==> src/hdl/vlod_pkg.sv <==
// Package: word types, status and error codes, and decoder phase for the opcode decoder.
package vlod_pkg;

  // Input word: one bytecode byte, or a fetch fault.
  typedef struct packed {
    logic [7:0] code_byte;
    logic       fetch_fault;
  } byte_t;

  // Result word.
  typedef struct packed {
    logic [1:0]  status;
    logic [15:0] opcode;
    logic [2:0]  error_kind;
    logic [15:0] error_detail;
  } result_t;

  // Status codes
  localparam logic [1:0] ST_OK      = 2'd0;
  localparam logic [1:0] ST_ILLEGAL = 2'd1;
  localparam logic [1:0] ST_FAULT   = 2'd2;

  // Error kinds
  localparam logic [2:0] ERR_NONE           = 3'd0;
  localparam logic [2:0] ERR_STRAY_CONT     = 3'd1;
  localparam logic [2:0] ERR_TWO_LAST       = 3'd2;
  localparam logic [2:0] ERR_TWO_OVERLONG   = 3'd3;
  localparam logic [2:0] ERR_THREE_MID      = 3'd4;
  localparam logic [2:0] ERR_THREE_LAST     = 3'd5;
  localparam logic [2:0] ERR_THREE_OVERLONG = 3'd6;
  localparam logic [2:0] ERR_BAD_LEAD       = 3'd7;

  // Decoder phase
  typedef enum logic [3:0] {
    PH_LEAD       = 4'b0001,
    PH_TWO_LAST   = 4'b0010,
    PH_THREE_MID  = 4'b0100,
    PH_THREE_LAST = 4'b1000
  } phase_t;

  // Decode outcome for one byte: optional result plus next decoder state.
  typedef struct packed {
    logic       emit;
    result_t    result;
    phase_t     phase_next;
    logic [7:0] lead_next;
    logic [7:0] middle_next;
  } decode_t;

endpackage

==> src/hdl/variable_length_opcode_decoder_top.sv <==
// Top level of the variable-length opcode decoder: input register, decode, result register.
// A byte is held in the input register, decoded, then its result word is held in the result register.
// Throughput: one byte per cycle unless stalled; the decode is a handful of compares between the registers.
// Bytes that open or continue an unfinished form give no result word.
// Result back-pressure stalls the input register only when its byte would give a result.
// Reset (rst, synchronous, active high): both valid flags clear, phase returns to lead.
module variable_length_opcode_decoder_top (
  input  logic              clk,
  input  logic              rst,
  // byte channel
  input  logic              byte_valid,
  output logic              byte_stall,
  input  vlod_pkg::byte_t   byte_word,
  // result channel
  output logic              result_valid,
  input  logic              result_stall,
  output vlod_pkg::result_t result_word
);

  // Input register
  logic              s1_valid;
  vlod_pkg::byte_t   s1_word;

  // Decoder state
  vlod_pkg::phase_t  phase;
  logic [7:0]        lead_byte;
  logic [7:0]        middle_byte;

  vlod_pkg::decode_t dec;
  logic              out_free;
  logic              s1_go;
  logic              in_take;

  vlod_decode u_decode (
    .phase       (phase),
    .lead_byte   (lead_byte),
    .middle_byte (middle_byte),
    .word        (s1_word),
    .dec         (dec)
  );

  // Result register can take a word when empty or being drained this cycle.
  assign out_free = !result_valid || !result_stall;
  // The held byte moves on unless it makes a result with nowhere to go.
  assign s1_go    = s1_valid && (!dec.emit || out_free);
  assign byte_stall = s1_valid && !s1_go;
  assign in_take  = byte_valid && !byte_stall;

  always_ff @(posedge clk) begin
    if (rst) begin
      s1_valid <= 1'b0;
    end else begin
      if (in_take) begin
        s1_valid <= 1'b1;
      end else if (s1_go) begin
        s1_valid <= 1'b0;
      end
    end
    if (in_take) begin
      s1_word <= byte_word;
    end
  end

  always_ff @(posedge clk) begin
    if (rst) begin
      phase       <= vlod_pkg::PH_LEAD;
      lead_byte   <= 8'd0;
      middle_byte <= 8'd0;
    end else if (s1_go) begin
      phase       <= dec.phase_next;
      lead_byte   <= dec.lead_next;
      middle_byte <= dec.middle_next;
    end
  end

  always_ff @(posedge clk) begin
    if (rst) begin
      result_valid <= 1'b0;
    end else begin
      if (s1_go && dec.emit) begin
        result_valid <= 1'b1;
      end else if (!result_stall) begin
        result_valid <= 1'b0;
      end
    end
    if (s1_go && dec.emit) begin
      result_word <= dec.result;
    end
  end

`ifndef SYNTHESIS
  // Every emitted result sends the decoder back to the lead phase.
  a_emit_to_lead: assert property (@(posedge clk) disable iff (rst)
    s1_go && dec.emit |=> phase == vlod_pkg::PH_LEAD)
    else $error("phase not lead after result");

  // A good opcode carries no error information.
  a_ok_clean: assert property (@(posedge clk) disable iff (rst)
    result_valid && result_word.status == vlod_pkg::ST_OK |->
      result_word.error_kind == vlod_pkg::ERR_NONE && result_word.error_detail == 16'd0)
    else $error("ok result with error fields");

  // An illegal encoding names a check and no opcode.
  a_illegal_kind: assert property (@(posedge clk) disable iff (rst)
    result_valid && result_word.status == vlod_pkg::ST_ILLEGAL |->
      result_word.error_kind != vlod_pkg::ERR_NONE && result_word.opcode == 16'd0)
    else $error("illegal result without kind");

  // A fetch fault leaves every other field zero.
  a_fault_clean: assert property (@(posedge clk) disable iff (rst)
    result_valid && result_word.status == vlod_pkg::ST_FAULT |->
      result_word.opcode == 16'd0 && result_word.error_kind == vlod_pkg::ERR_NONE &&
      result_word.error_detail == 16'd0)
    else $error("fault result with nonzero fields");

  // Continuing phases are reached only by consuming a byte.
  a_phase_moves: assert property (@(posedge clk) disable iff (rst)
    !s1_go |=> $stable(phase))
    else $error("phase changed without a byte");
`endif

endmodule

==> src/hdl/vlod_decode.sv <==
// Combinational decode of one byte against the current decoder state.
module vlod_decode (
  input  vlod_pkg::phase_t  phase,
  input  logic [7:0]        lead_byte,
  input  logic [7:0]        middle_byte,
  input  vlod_pkg::byte_t   word,
  output vlod_pkg::decode_t dec
);

  logic [7:0]  b;
  logic        is_cont;
  logic [10:0] val2;
  logic [15:0] val3;

  assign b       = word.code_byte;
  assign is_cont = (b[7:6] == 2'b10);
  assign val2    = {lead_byte[4:0], b[5:0]};
  assign val3    = {lead_byte[3:0], middle_byte[5:0], b[5:0]};

  always_comb begin
    dec.emit                = 1'b0;
    dec.result.status       = vlod_pkg::ST_OK;
    dec.result.opcode       = 16'd0;
    dec.result.error_kind   = vlod_pkg::ERR_NONE;
    dec.result.error_detail = 16'd0;
    dec.phase_next          = vlod_pkg::PH_LEAD;
    dec.lead_next           = lead_byte;
    dec.middle_next         = middle_byte;

    if (word.fetch_fault) begin
      dec.emit          = 1'b1;
      dec.result.status = vlod_pkg::ST_FAULT;
    end else begin
      unique case (phase)
        vlod_pkg::PH_LEAD: begin
          priority if (!b[7]) begin
            dec.emit              = 1'b1;
            dec.result.opcode     = {8'd0, b};
          end else if (is_cont) begin
            dec.emit                = 1'b1;
            dec.result.status       = vlod_pkg::ST_ILLEGAL;
            dec.result.error_kind   = vlod_pkg::ERR_STRAY_CONT;
            dec.result.error_detail = {8'd0, b};
          end else if (b[7:5] == 3'b110) begin
            dec.lead_next  = b;
            dec.phase_next = vlod_pkg::PH_TWO_LAST;
          end else if (b[7:4] == 4'b1110) begin
            dec.lead_next  = b;
            dec.phase_next = vlod_pkg::PH_THREE_MID;
          end else begin
            dec.emit                = 1'b1;
            dec.result.status       = vlod_pkg::ST_ILLEGAL;
            dec.result.error_kind   = vlod_pkg::ERR_BAD_LEAD;
            dec.result.error_detail = {8'd0, b};
          end
        end
        vlod_pkg::PH_TWO_LAST: begin
          dec.emit = 1'b1;
          priority if (!is_cont) begin
            dec.result.status       = vlod_pkg::ST_ILLEGAL;
            dec.result.error_kind   = vlod_pkg::ERR_TWO_LAST;
            dec.result.error_detail = {8'd0, lead_byte};
          end else if (lead_byte[4:1] == 4'd0) begin
            // overlong: value below 128
            dec.result.status       = vlod_pkg::ST_ILLEGAL;
            dec.result.error_kind   = vlod_pkg::ERR_TWO_OVERLONG;
            dec.result.error_detail = {5'd0, val2};
          end else begin
            dec.result.opcode = {5'd0, val2};
          end
        end
        vlod_pkg::PH_THREE_MID: begin
          if (!is_cont) begin
            dec.emit                = 1'b1;
            dec.result.status       = vlod_pkg::ST_ILLEGAL;
            dec.result.error_kind   = vlod_pkg::ERR_THREE_MID;
            dec.result.error_detail = {8'd0, b};
          end else begin
            dec.middle_next = b;
            dec.phase_next  = vlod_pkg::PH_THREE_LAST;
          end
        end
        vlod_pkg::PH_THREE_LAST: begin
          dec.emit = 1'b1;
          priority if (!is_cont) begin
            dec.result.status       = vlod_pkg::ST_ILLEGAL;
            dec.result.error_kind   = vlod_pkg::ERR_THREE_LAST;
            dec.result.error_detail = {8'd0, middle_byte};
          end else if (val3[15:11] == 5'd0) begin
            // overlong: value fits in 11 bits
            dec.result.status       = vlod_pkg::ST_ILLEGAL;
            dec.result.error_kind   = vlod_pkg::ERR_THREE_OVERLONG;
            dec.result.error_detail = val3;
          end else begin
            dec.result.opcode = val3;
          end
        end
        default: begin
          dec.phase_next = vlod_pkg::PH_LEAD;
        end
      endcase
    end
  end

endmodule

==> config.mk <==
export PLATFORM = sky130hd
export DESIGN_NAME = variable_length_opcode_decoder_top
export DESIGN_NICKNAME = d
export VERILOG_FILES = /design/src/hdl/vlod_pkg.sv /design/src/hdl/variable_length_opcode_decoder_top.sv /design/src/hdl/vlod_decode.sv
export SDC_FILE = /design/constraint.sdc
export NUM_CORES = 1
export LEC_CHECK = 0
export ABC_AREA = 1
export BUFFER_PORTS_ARGS = -buffer_cell sky130_fd_sc_hd__buf_4
export CAP_MARGIN = 20
export CORE_MARGIN = 1
export CORE_UTILIZATION = 41
export DETAILED_ROUTE_END_ITERATION = 10
export GPL_TIMING_DRIVEN = 0
export PLACE_DENSITY = 0.7
export SETUP_SLACK_MARGIN = 0.5
export SLEW_MARGIN = 40
export SYNTH_ARGS = -nofsm -noshare
export SYNTH_HDL_FRONTEND = slang
export SYNTH_HIERARCHICAL = 1
export SYNTH_SLANG_ARGS = --single-unit
==> constraint.sdc <==
create_clock -name clk -period 2.8 [get_ports clk]
set_clock_uncertainty 0.2 [all_clocks]
set_input_delay 0.42 -clock clk [delete_from_list [all_inputs] [get_ports clk]]
set_output_delay 0.42 -clock clk [all_outputs]
set_load 0.02 [all_outputs]
==> results.py, run 1 <==
metrics = {
    "drt": {
        "wl_mm": 10.2,
        "drt-initial-drc-count": 223,
        "drt-vias-per-instance": 5.09,
        "drtPass1Iterations": 11,
        "drc": 12,
        "wl_per_cell_um": 15.3,
        "ant_nets": 0,
        "dr_total_vias": 3391,
    },
    "grt": {
        "antenna_found_initial": 0,
        "grt_overflow": 0,
        "grt_pass1_vias": 3192,
        "grt_max_degree": 20,
        "grt_usage_pct": 22.0,
        "grt_pass1_wl_mm": 16.0,
    },
    "cts": {
        "root_buffer": "clkbuf_8",
        "clk_pin_slew_ns": 0.07,
        "holdBufCountCts": 0,
        "cts_tree": "done",
        "cts.htree.levels": 3,
        "clk_latency_ns": 0.35,
        "clkSinkCount": 68,
        "clock_path_buffers": 2,
        "cts-buffers-inserted": 9,
    },
    "pwr": {
        "power_leakage_uw": 0.00210,
        "power.internal_uw": 1720,
        "power.total_uw": 2450,
        "switching_power_uw": 727,
        "max-vdd-ir-drop_uv": 258,
        "seq_power_share_pct": 47.8,
        "power_density_mw_per_mm2": 507,
        "switching_share_pct": 29.7,
        "pwr-share-clk_pct": 33.2,
        "pwr-share-comb_pct": 19.0,
    },
    "synthesis": {
        "async_reset_ff_share_pct": 0,
        "synth_area_leader_cell": "edfxtp_1",
        "synth_edf_count": 46,
        "synth_seq_area_share_pct": 48.4,
        "synthTopCellsByArea": "edfxtp_1 (37%), dfxtp_1 (12%), nand2_1 (11%), nor2_1 (7.5%), nand3_2 (5.6%)",
        "netlist.area_leader.share_pct": 36.7,
        "yosys_register_bits": 68,
        "avgSynthCellArea_um2": 8.06,
        "yosys_warnings": 6,
        "syn_inst": 467,
        "synthFlopType": "edfxtp_1",
        "syn-cell-area_mm2": 0.00376,
        "synth_cell_type_count": 28,
    },
    "place": {
        "pre_cts_slack_ns": -0.0452,
        "placedCellCount": 630,
        "gp_congestion": 0.919,
        "post-dp-hpwl_mm": 7.08,
        "numPortBuffers": 51,
    },
    "cells_and_area": {
        "fin_cells": 666,
        "n_fill_cell": 827,
        "fin_util_pct": 54.9,
        "nNetsFinal": 566,
        "final_common_cell": "nand2_1",
        "area_delta_synth_final_pct": 28.5,
        "drive_above_1_share_pct": 31.5,
        "num_antenna_cells": 0,
        "final_cell_mix": "nand2_1 (104), buf_4 (72), nor2_1 (71), inv_1 (49), edfxtp_1 (46)",
    },
    "timing": {
        "post-route-period-util_pct": 85.5,
        "timing.final.ws_setup_ns": 0.405,
        "maxSlewHeadroom_pct": 62.1,
        "drv_slew": 0,
        "post-route-min-period_ns": 2.40,
        "setup_viol": 0,
        "hold_viol_final": 0,
        "worst_pin_slew_ns": 0.568,
        "grt_setup_unrepaired": "true",
        "fmax_mhz": 417,
        "hold_slack_ns": 0.0315,
    },
    "critical_path": {
        "path_max_fanout": 4,
        "crit_slowest_cell": "edfxtp_1",
        "crit_chain": "buf_6, nor2_4, nor2_4, a21oi_2, nand4_1, nand4_1, inv_2, buf_6",
        "max_stage_delay_ns": 0.43,
        "criticalPathCategory": "reg -> out",
        "start_kind": "flop",
        "cp.required_ns": 2.18,
        "endpoint_kind": "output port",
        "arrival_ns": 1.78,
    },
    "die": {
        "initial_core_util_pct": 42.7,
        "core-area_mm2": 0.00881,
        "die_y_um": 97.8,
        "die-area_mm2": 0.00957,
        "die_w_um": 97.8,
        "ioPinCount": 52,
        "num_rows": 34,
    },
    "run_status": {
        "violations": "design-rule violations",
        "status": "finished, violations left",
    },
    "job": {
        "drv_cap": 0,
    },
    "hold_path": {
        "worstHoldPathType": "in -> reg",
    },
}
## timing repair
action | CTS | global route
buffers inserted | 15 | 3
pin swaps | 7 | 6
gates cloned | 1 | 1
endpoints found under the setup margin | 47 | 30
gates resized for setup | 21 | 24
## stage by stage
| stage | TNS [ns] | instance area [um2] |
|---|---|---|
| detailed placement | -1.55 | 4310 |
| CTS | 0 | 4700 |
| floorplan | 0 | 3790 |
| global route | 0 | 4840 |
| finish | 0 | 4840 |
| global placement | 0 | 4310 |
## worst paths after layout
check | start | end | slack (ns) | depth (start not counted)
max | s1_word[7] | byte_stall | 0.40 | 8
min reg2reg | middle_byte[7] | middle_byte[7] | 0.31 | 2
max reg2reg | s1_word[7] | s1_word[5] | 0.50 | 8
min | rst | s1_valid | 0.03 | 2
## critical path, delay by kind of cell, from the launching register on
kind / cells / cell delay [ns]
buffers and inverters: 3 / 0.36
and+or+nand+nor: 4 / 0.52
AOI/OAI and AO/OA: 1 / 0.12
DFF: 1 / 0.43
## logic make-up after synthesis
family,Yosys count,synth area share [%]
other cells,1,0.0996
buf+inv,85,11.0
simple gates,266,34.1
flops,68,48.4
compound gates,47,6.42
## layout make-up
cell class / count / area [um2] / area share [%]
clock buffer: 9 / 124 / 2.56
inverter: 58 / 224 / 4.63
clock inverter: 7 / 75.1 / 1.55
multi-input combinational: 318 / 1640 / 34.0
timing repair inverter: 1 / 7.51 / 0.155
timing repair buffer: 70 / 587 / 12.1
sequential: 68 / 1830 / 37.7
buffer: 27 / 215 / 4.45
tap: 108 / 135 / 2.79
## sequential cells by signal (all words and copies together) (netlist names)
register	cells
result_word	37
lead_byte	8
middle_byte	8
result_valid	1
phase	4
s1_valid	1
s1_word	9
## power by group through the flow
stage	Sequential, uW	Clock [uW]	Combinational [uW]
global route	1180	869	506
CTS	1170	836	435
detailed placement	1200	0	395
floorplan	1220	0	246
global placement	1200	0	389
finish	1170	814	465
## synthesized netlist by cell type, types with 3 or more instances
library cell	count
nand3_2	21
nand2_1	109
clkbuf_1	3
buf_4	9
nand4_1	8
nor2_4	3
nor3_1	5
o21ai_0	16
a21oi_1	27
nor2_2	7
inv_1	54
nor3_4	3
buf_6	5
nand2_2	3
dfxtp_1	22
inv_2	4
buf_2	9
nand3_1	30
edfxtp_1	46
nor2_1	75
## per-layer routing
metal / wire [um] / vias up / GRT usage [%]
li1: - / 1667 / -
met1: 4330 / 1569 / 27.8
met2: 4840 / 128 / 36.5
met3: 729 / 27 / 4.80
met4: 304 / 0 / 8.97
met5: 0 / - / 0
No activity file was read; power rests on OpenSTA's default activity.
==> inputs of run 2 (changes only) <==
==> constraint.sdc (replaced) <==
create_clock -name clk -period 3 [get_ports clk]
set_clock_uncertainty 0.2 [all_clocks]
set_input_delay 0.45 -clock clk [delete_from_list [all_inputs] [get_ports clk]]
set_output_delay 0.45 -clock clk [all_outputs]
set_load 0.02 [all_outputs]
==> run 2 against run 1 <==
Against the previous run: the flow still finishes with violations (design-rule violations); via count shrank 0.24%; routed wire length shrank 4.3%; first-iteration DRC count grew 29%; critical path depth is the same; cell count shrank 1.4%; critical path type unchanged; critical endpoint unchanged; largest cell class unchanged.
==> results.py, run 2 (synthesized netlist as in run 1, its figures left out) <==
metrics = {
    "run_status": {
        "status": "finished, violations left",
        "violations": "design-rule violations",
    },
    "cells_and_area": {
        "multiInputGateArea_mm2": 0.00159,
        "drive_above_1_share_pct": 28.4,
        "seq_area_mm2": 0.00182,
        "area_delta_synth_final_pct": 24.1,
        "n_fill_cell": 803,
        "nNetsFinal": 557,
        "final_cell_mix": "nand2_1 (107), nor2_1 (72), buf_4 (70), inv_1 (52), edfxtp_1 (46)",
        "fin_cells": 657,
        "largest_reg_flops": 37,
        "top_regs": "result_word (37), s1_word (9)",
        "design_area_mm2": 0.00467,
        "top_register": "result_word",
        "num_antenna_cells": 0,
        "final_common_cell": "nand2_1",
    },
    "grt": {
        "antenna_found_initial": 0,
        "grt_max_degree": 38,
        "use_met2_pct": 33.9,
        "grt_pass1_vias": 3052,
        "grt_pass1_wl_mm": 15.2,
        "grt_overflow": 0,
        "grtUsageMet3_pct": 3.87,
        "met1_usage_pct": 26.8,
        "busiest_layer": "met2",
        "grt_usage_pct": 20.6,
    },
    "cts": {
        "cts-buffers-inserted": 9,
        "cts.htree.levels": 3,
        "cts_tree": "done",
        "root_buffer": "clkbuf_8",
        "clk_pin_slew_ns": 0.07,
        "holdBufCountCts": 0,
        "clock_path_buffers": 2,
        "clk_latency_ns": 0.34,
        "clkSinkCount": 68,
    },
    "critical_path": {
        "endpoint_kind": "output port",
        "start_kind": "flop",
        "arrival_ns": 1.86,
        "path_max_fanout": 4,
        "criticalPathCategory": "reg -> out",
        "cp.required_ns": 2.35,
    },
    "die": {
        "die_y_um": 97.8,
        "die_w_um": 97.8,
        "ioPinCount": 52,
        "core-area_mm2": 0.00881,
        "die-area_mm2": 0.00957,
        "initial_core_util_pct": 42.7,
        "num_rows": 34,
    },
    "drt": {
        "wl_per_cell_um": 14.9,
        "drtPass1Iterations": 9,
        "dr_total_vias": 3383,
        "drc": 10,
        "drt-vias-per-instance": 5.15,
        "drt-initial-drc-count": 287,
        "ant_nets": 0,
        "wl_mm": 9.77,
    },
    "timing": {
        "hold_viol_final": 0,
        "maxSlewHeadroom_pct": 60.6,
        "setup_viol": 0,
        "worst_pin_slew_ns": 0.590,
        "post-route-min-period_ns": 2.51,
        "fmax_mhz": 399,
        "grt_setup_unrepaired": "true",
        "post-route-period-util_pct": 83.6,
        "fin_tns_setup_ns": 0,
        "drv_slew": 0,
    },
    "place": {
        "numPortBuffers": 51,
        "dpl-instance-area_mm2": 0.00430,
        "gp_congestion": 0.926,
        "placedCellCount": 630,
        "post-dp-hpwl_mm": 7.11,
    },
    "pwr": {
        "power.total_uw": 2400,
        "power_leakage_uw": 0.00206,
        "power_density_mw_per_mm2": 514,
        "max-vdd-ir-drop_uv": 345,
    },
    "hold_path": {
        "worstHoldPathType": "in -> reg",
    },
    "job": {
        "drv_cap": 0,
    },
}
## run 2: path summary, 6_finish.rpt
| kind | endpoint | slack, ns | depth (start not counted) | start |
|---|---|---|---|---|
| worst min-delay path | s1_valid | 0.06 | 2 | rst |
| worst max register to register | s1_word[2] | 0.59 | 8 | s1_word[7] |
| worst max-delay path | byte_stall | 0.49 | 8 | s1_word[7] |
| worst min register to register | middle_byte[7] | 0.29 | 2 | middle_byte[7] |
## run 2: per-stage QoR
step                hold WS (ns)  setup WS [ns]  util [%]
finish                    0.0601          0.492      53.0
floorplan                  0.252          0.526         -
CTS                       0.0453          0.339      51.9
global route              0.0614          0.420      53.0
detailed placement         0.276          0.352      48.8
global placement           0.265        -0.0534      48.8
## run 2: worst max-delay path: stages (launching register included)
cell	delay, ns
edfxtp_1	0.46
nand2_2	0.11
inv_2	0.11
o21ai_4	0.07
a21oi_2	0.21
nand4_1	0.17
nand4_1	0.19
inv_2	0.06
buf_6	0.13
## run 2: area by class of cell
cell class	instances	share of cell area, %
repair buffers	62	10.0
clock inverters	6	2.41
plain buffers	27	4.21
flip-flops and latches	68	39.0
well taps	108	2.89
multi-input cells	318	34.0
clock buffers	10	2.73
inverters	58	4.71
## run 2: report_power, final
part | internal, uW | switching (uW) | total, uW
combinational | 147 | 253 | 400
clock | 554 | 355 | 909
sequential | 1060 | 38.7 | 1090
## run 2: what timing repair did
item	in CTS	in global routing
pin swaps	3	5
setup buffers	3	8
endpoints found under the setup margin	47	67
resized for setup	2	15
## run 2: routing by layer
metal	up-vias	share of wire (%)
met5	-	0
met1	1567	44
met3	26	6.1
li1	1652	-
met2	138	47
met4	0	2.5
==> inputs of run 3 (changes only) <==
--- a/config.mk
+++ b/config.mk
@@ -5,7 +5,7 @@
 export SDC_FILE = /design/constraint.sdc
 export NUM_CORES = 1
 export LEC_CHECK = 0
-export ABC_AREA = 1
+export ABC_AREA = 0
 export BUFFER_PORTS_ARGS = -buffer_cell sky130_fd_sc_hd__buf_4
 export CAP_MARGIN = 20
 export CORE_MARGIN = 1
==> constraint.sdc (replaced) <==
create_clock -name clk -period 2.4 [get_ports clk]
set_clock_uncertainty 0.2 [all_clocks]
set_input_delay 0.36 -clock clk [delete_from_list [all_inputs] [get_ports clk]]
set_output_delay 0.36 -clock clk [all_outputs]
set_load 0.02 [all_outputs]
==> run 3 against run 2 <==
Against the previous run: the run ends with negative setup slack left; sequential cell count is the same; via count shrank 5.8%; hold slack gained 0.020 ns; first-iteration DRC count grew 39%; highest routed layer unchanged; critical path type unchanged; worst setup slack lost 0.68 ns; largest cell class is now multi-input combinational cells; die area shrank 4.1%; combinational power grew 4%.
==> results.py, run 3 <==
metrics = {
    "run_status": {
        "status": "finished, violations left",
        "violations": "negative setup slack",
    },
    "cts": {
        "root_buffer": "clkbuf_8",
        "cts_tree": "done",
        "cts-buffers-inserted": 9,
        "clk_latency_ns": 0.35,
        "cts.htree.levels": 3,
        "clkSinkCount": 68,
        "clock_path_buffers": 2,
        "clk_pin_slew_ns": 0.08,
    },
    "critical_path": {
        "arrival_ns": 2.03,
        "start_kind": "flop",
        "cpLargestDelayFamily": "simple AND/OR/NAND/NOR gates",
        "path_max_fanout": 4,
        "path_buf_inv": 3,
        "cpMostUsedCell": "buf_6",
        "crit_chain": "or4b_4, buf_6, a31oi_4, nor3_4, nand3_4, nand4_1, inv_2, buf_6",
        "crit_slowest_cell": "or4b_4",
        "endpoint_kind": "output port",
        "max_stage_delay_ns": 0.53,
        "criticalPathCategory": "reg -> out",
        "cp.required_ns": 1.84,
    },
    "drt": {
        "dr_total_vias": 3186,
        "wl_per_cell_um": 17.2,
        "drtPass1Iterations": 6,
        "wl_mm": 9.86,
        "drc": 0,
        "drt-initial-drc-count": 399,
        "ant_nets": 0,
        "drt-vias-per-instance": 5.56,
    },
    "pwr": {
        "power.internal_uw": 1870,
        "switching_power_uw": 672,
        "power.total_uw": 2540,
        "pwr-share-clk_pct": 31.6,
        "pwr-share-comb_pct": 16.4,
        "power_leakage_uw": 0.00198,
        "switching_share_pct": 26.4,
        "power_density_mw_per_mm2": 485,
        "seq_power_share_pct": 52.0,
        "max-vdd-ir-drop_uv": 290,
    },
    "cells_and_area": {
        "final_cell_mix": "buf_4 (80), edfxtp_1 (46), nand2b_1 (40), mux2i_1 (20), buf_6 (20)",
        "top_regs": "result_word (37), s1_word (9)",
        "top_register": "result_word",
        "fin_util_pct": 62.5,
        "nNetsFinal": 476,
        "design_area_mm2": 0.00524,
        "drive_above_1_share_pct": 40.8,
        "area_delta_synth_final_pct": 45.3,
        "num_antenna_cells": 0,
        "final_common_cell": "buf_4",
        "largest_reg_flops": 37,
    },
    "synthesis": {
        "syn_inst": 339,
        "netlist.area_leader.share_pct": 38.3,
        "synthTopCellsByArea": "edfxtp_1 (38%), dfxtp_1 (12%), nand2b_1 (7.1%), mux2i_1 (5.5%), mux2_2 (3.1%)",
        "synth_seq_area_share_pct": 50.5,
        "yosys_register_bits": 68,
        "synth_area_leader_cell": "edfxtp_1",
        "async_reset_ff_share_pct": 0,
        "synth_edf_count": 46,
        "synth_cell_type_count": 51,
        "yosysMostFrequentCell": "edfxtp_1",
        "syn-cell-area_mm2": 0.00361,
        "synthFlopType": "edfxtp_1",
        "yosys_warnings": 6,
        "synth_commonest_cells": "edfxtp_1 (46), nand2b_1 (41), dfxtp_1 (22)",
        "avgSynthCellArea_um2": 10.6,
    },
    "timing": {
        "setup_viol": 64,
        "fmax_mhz": 386,
        "grt_setup_unrepaired": "true",
        "post-route-period-util_pct": 108,
        "worst_pin_slew_ns": 0.631,
        "timing.final.ws_setup_ns": -0.188,
        "drv_slew": 0,
        "hold_viol_final": 0,
        "post-route-min-period_ns": 2.59,
        "hold_slack_ns": 0.0798,
        "maxSlewHeadroom_pct": 56.8,
    },
    "grt": {
        "grt_pass1_wl_mm": 15.1,
        "grt_overflow": 0,
        "grt_pass1_vias": 3018,
        "grt_max_degree": 13,
        "antenna_found_initial": 0,
        "grt_usage_pct": 22.8,
    },
    "die": {
        "die_y_um": 95.8,
        "die_w_um": 95.8,
        "num_rows": 33,
        "initial_core_util_pct": 43.0,
        "ioPinCount": 52,
        "core-area_mm2": 0.00838,
        "die-area_mm2": 0.00918,
    },
    "place": {
        "numPortBuffers": 51,
        "dpl-instance-area_mm2": 0.00426,
        "gp_congestion": 0.867,
        "post-dp-hpwl_mm": 5.89,
    },
    "job": {
        "drv_cap": 0,
    },
    "hold_path": {
        "worstHoldPathType": "in -> reg",
    },
}
## run 3: changes by cell type in the layout (fill, tap and decap cells not counted), moves of 10 or more
| cell | before | now |
|---|---|---|
| nand3_1 | 29 | 7 |
| o21ai_0 | 15 | 4 |
| nand3_2 | 22 | 0 |
| buf_4 | 70 | 80 |
| and2_1 | 0 | 12 |
| nor2_1 | 72 | 16 |
| nand2_1 | 107 | 16 |
| inv_1 | 52 | 5 |
| nand2b_1 | 0 | 40 |
| mux2i_1 | 0 | 20 |
| buf_6 | 6 | 20 |
## run 3: cell type report
cell class | instances | area (um2)
fill | 671 | 3140
multi-input combinational | 247 | 1900
sequential | 68 | 1830
timing repair buffer | 102 | 912
buffer | 28 | 273
tap | 105 | 131
clock buffer | 9 | 124
clock inverter | 7 | 43.8
inverter | 7 | 26.3
## run 3: kinds of logic after synthesis
group / count (synthesis) / share of synthesized area [%]
XOR/XNOR: 3 / 0.729
AND/OR/NAND/NOR: 138 / 22.1
AO/OA/AOI/OAI: 64 / 13.0
multiplexers: 30 / 8.67
other: 1 / 0.104
flip-flops: 68 / 50.5
buffers and inverters: 35 / 4.96
## run 3: worst reg2reg max path, delay by kind of cell (launching register included)
kind	cells	cell delay, ns
buffers and inverters	2	0.27
and+or+nand+nor	3	0.96
DFF	1	0.34
AOI/OAI and AO/OA	1	0.29
muxes	2	0.41
## run 3: repair_timing
| action | CTS | global route |
|---|---|---|
| gates cloned | 9 | 0 |
| gates resized for setup | 64 | 11 |
| hold endpoints to repair | 9 | 0 |
| setup endpoints to repair | 100 | 100 |
| hold buffers | 9 | 0 |
| pin swaps | 16 | 8 |
| setup buffers | 32 | 8 |
## run 3: metal layers
layer / track usage [%] / part of all wire, %
met5: 0 / 0
met4: 14.8 / 4.0
met3: 4.42 / 6.3
met2: 36.0 / 47
met1: 28.4 / 43
## run 3: metrics by stage
step | TNS, ns | worst slack, ns | instances
2_1_floorplan | 0 | 0.00489 | 343
3_3_place_gp | -16.50 | -0.442 | 499
3_5_place_dp | -18.21 | -0.487 | 499
4_1_cts | -2.99 | -0.183 | 565
5_1_grt | -8.77 | -0.244 | 573
6_report | -5.86 | -0.188 | 573
## run 3: power by group through the flow
stage	clock [uW]	sequential (uW)	combinational, uW
2_1_floorplan	0	1380	157
6_report	805	1320	416
4_1_cts	825	1320	395
3_5_place_dp	0	1350	288
5_1_grt	879	1330	440
3_3_place_gp	0	1350	285
## run 3: path summary, 6_finish.rpt
kind                start      endpoint  slack, ns  depth (start not counted)
max reg2reg      phase[2]  lead_byte[3]      -0.17                          8
max              phase[2]    byte_stall      -0.19                          8
min          result_stall  result_valid       0.08                          3
min reg2reg  lead_byte[7]  lead_byte[7]       0.30                          2
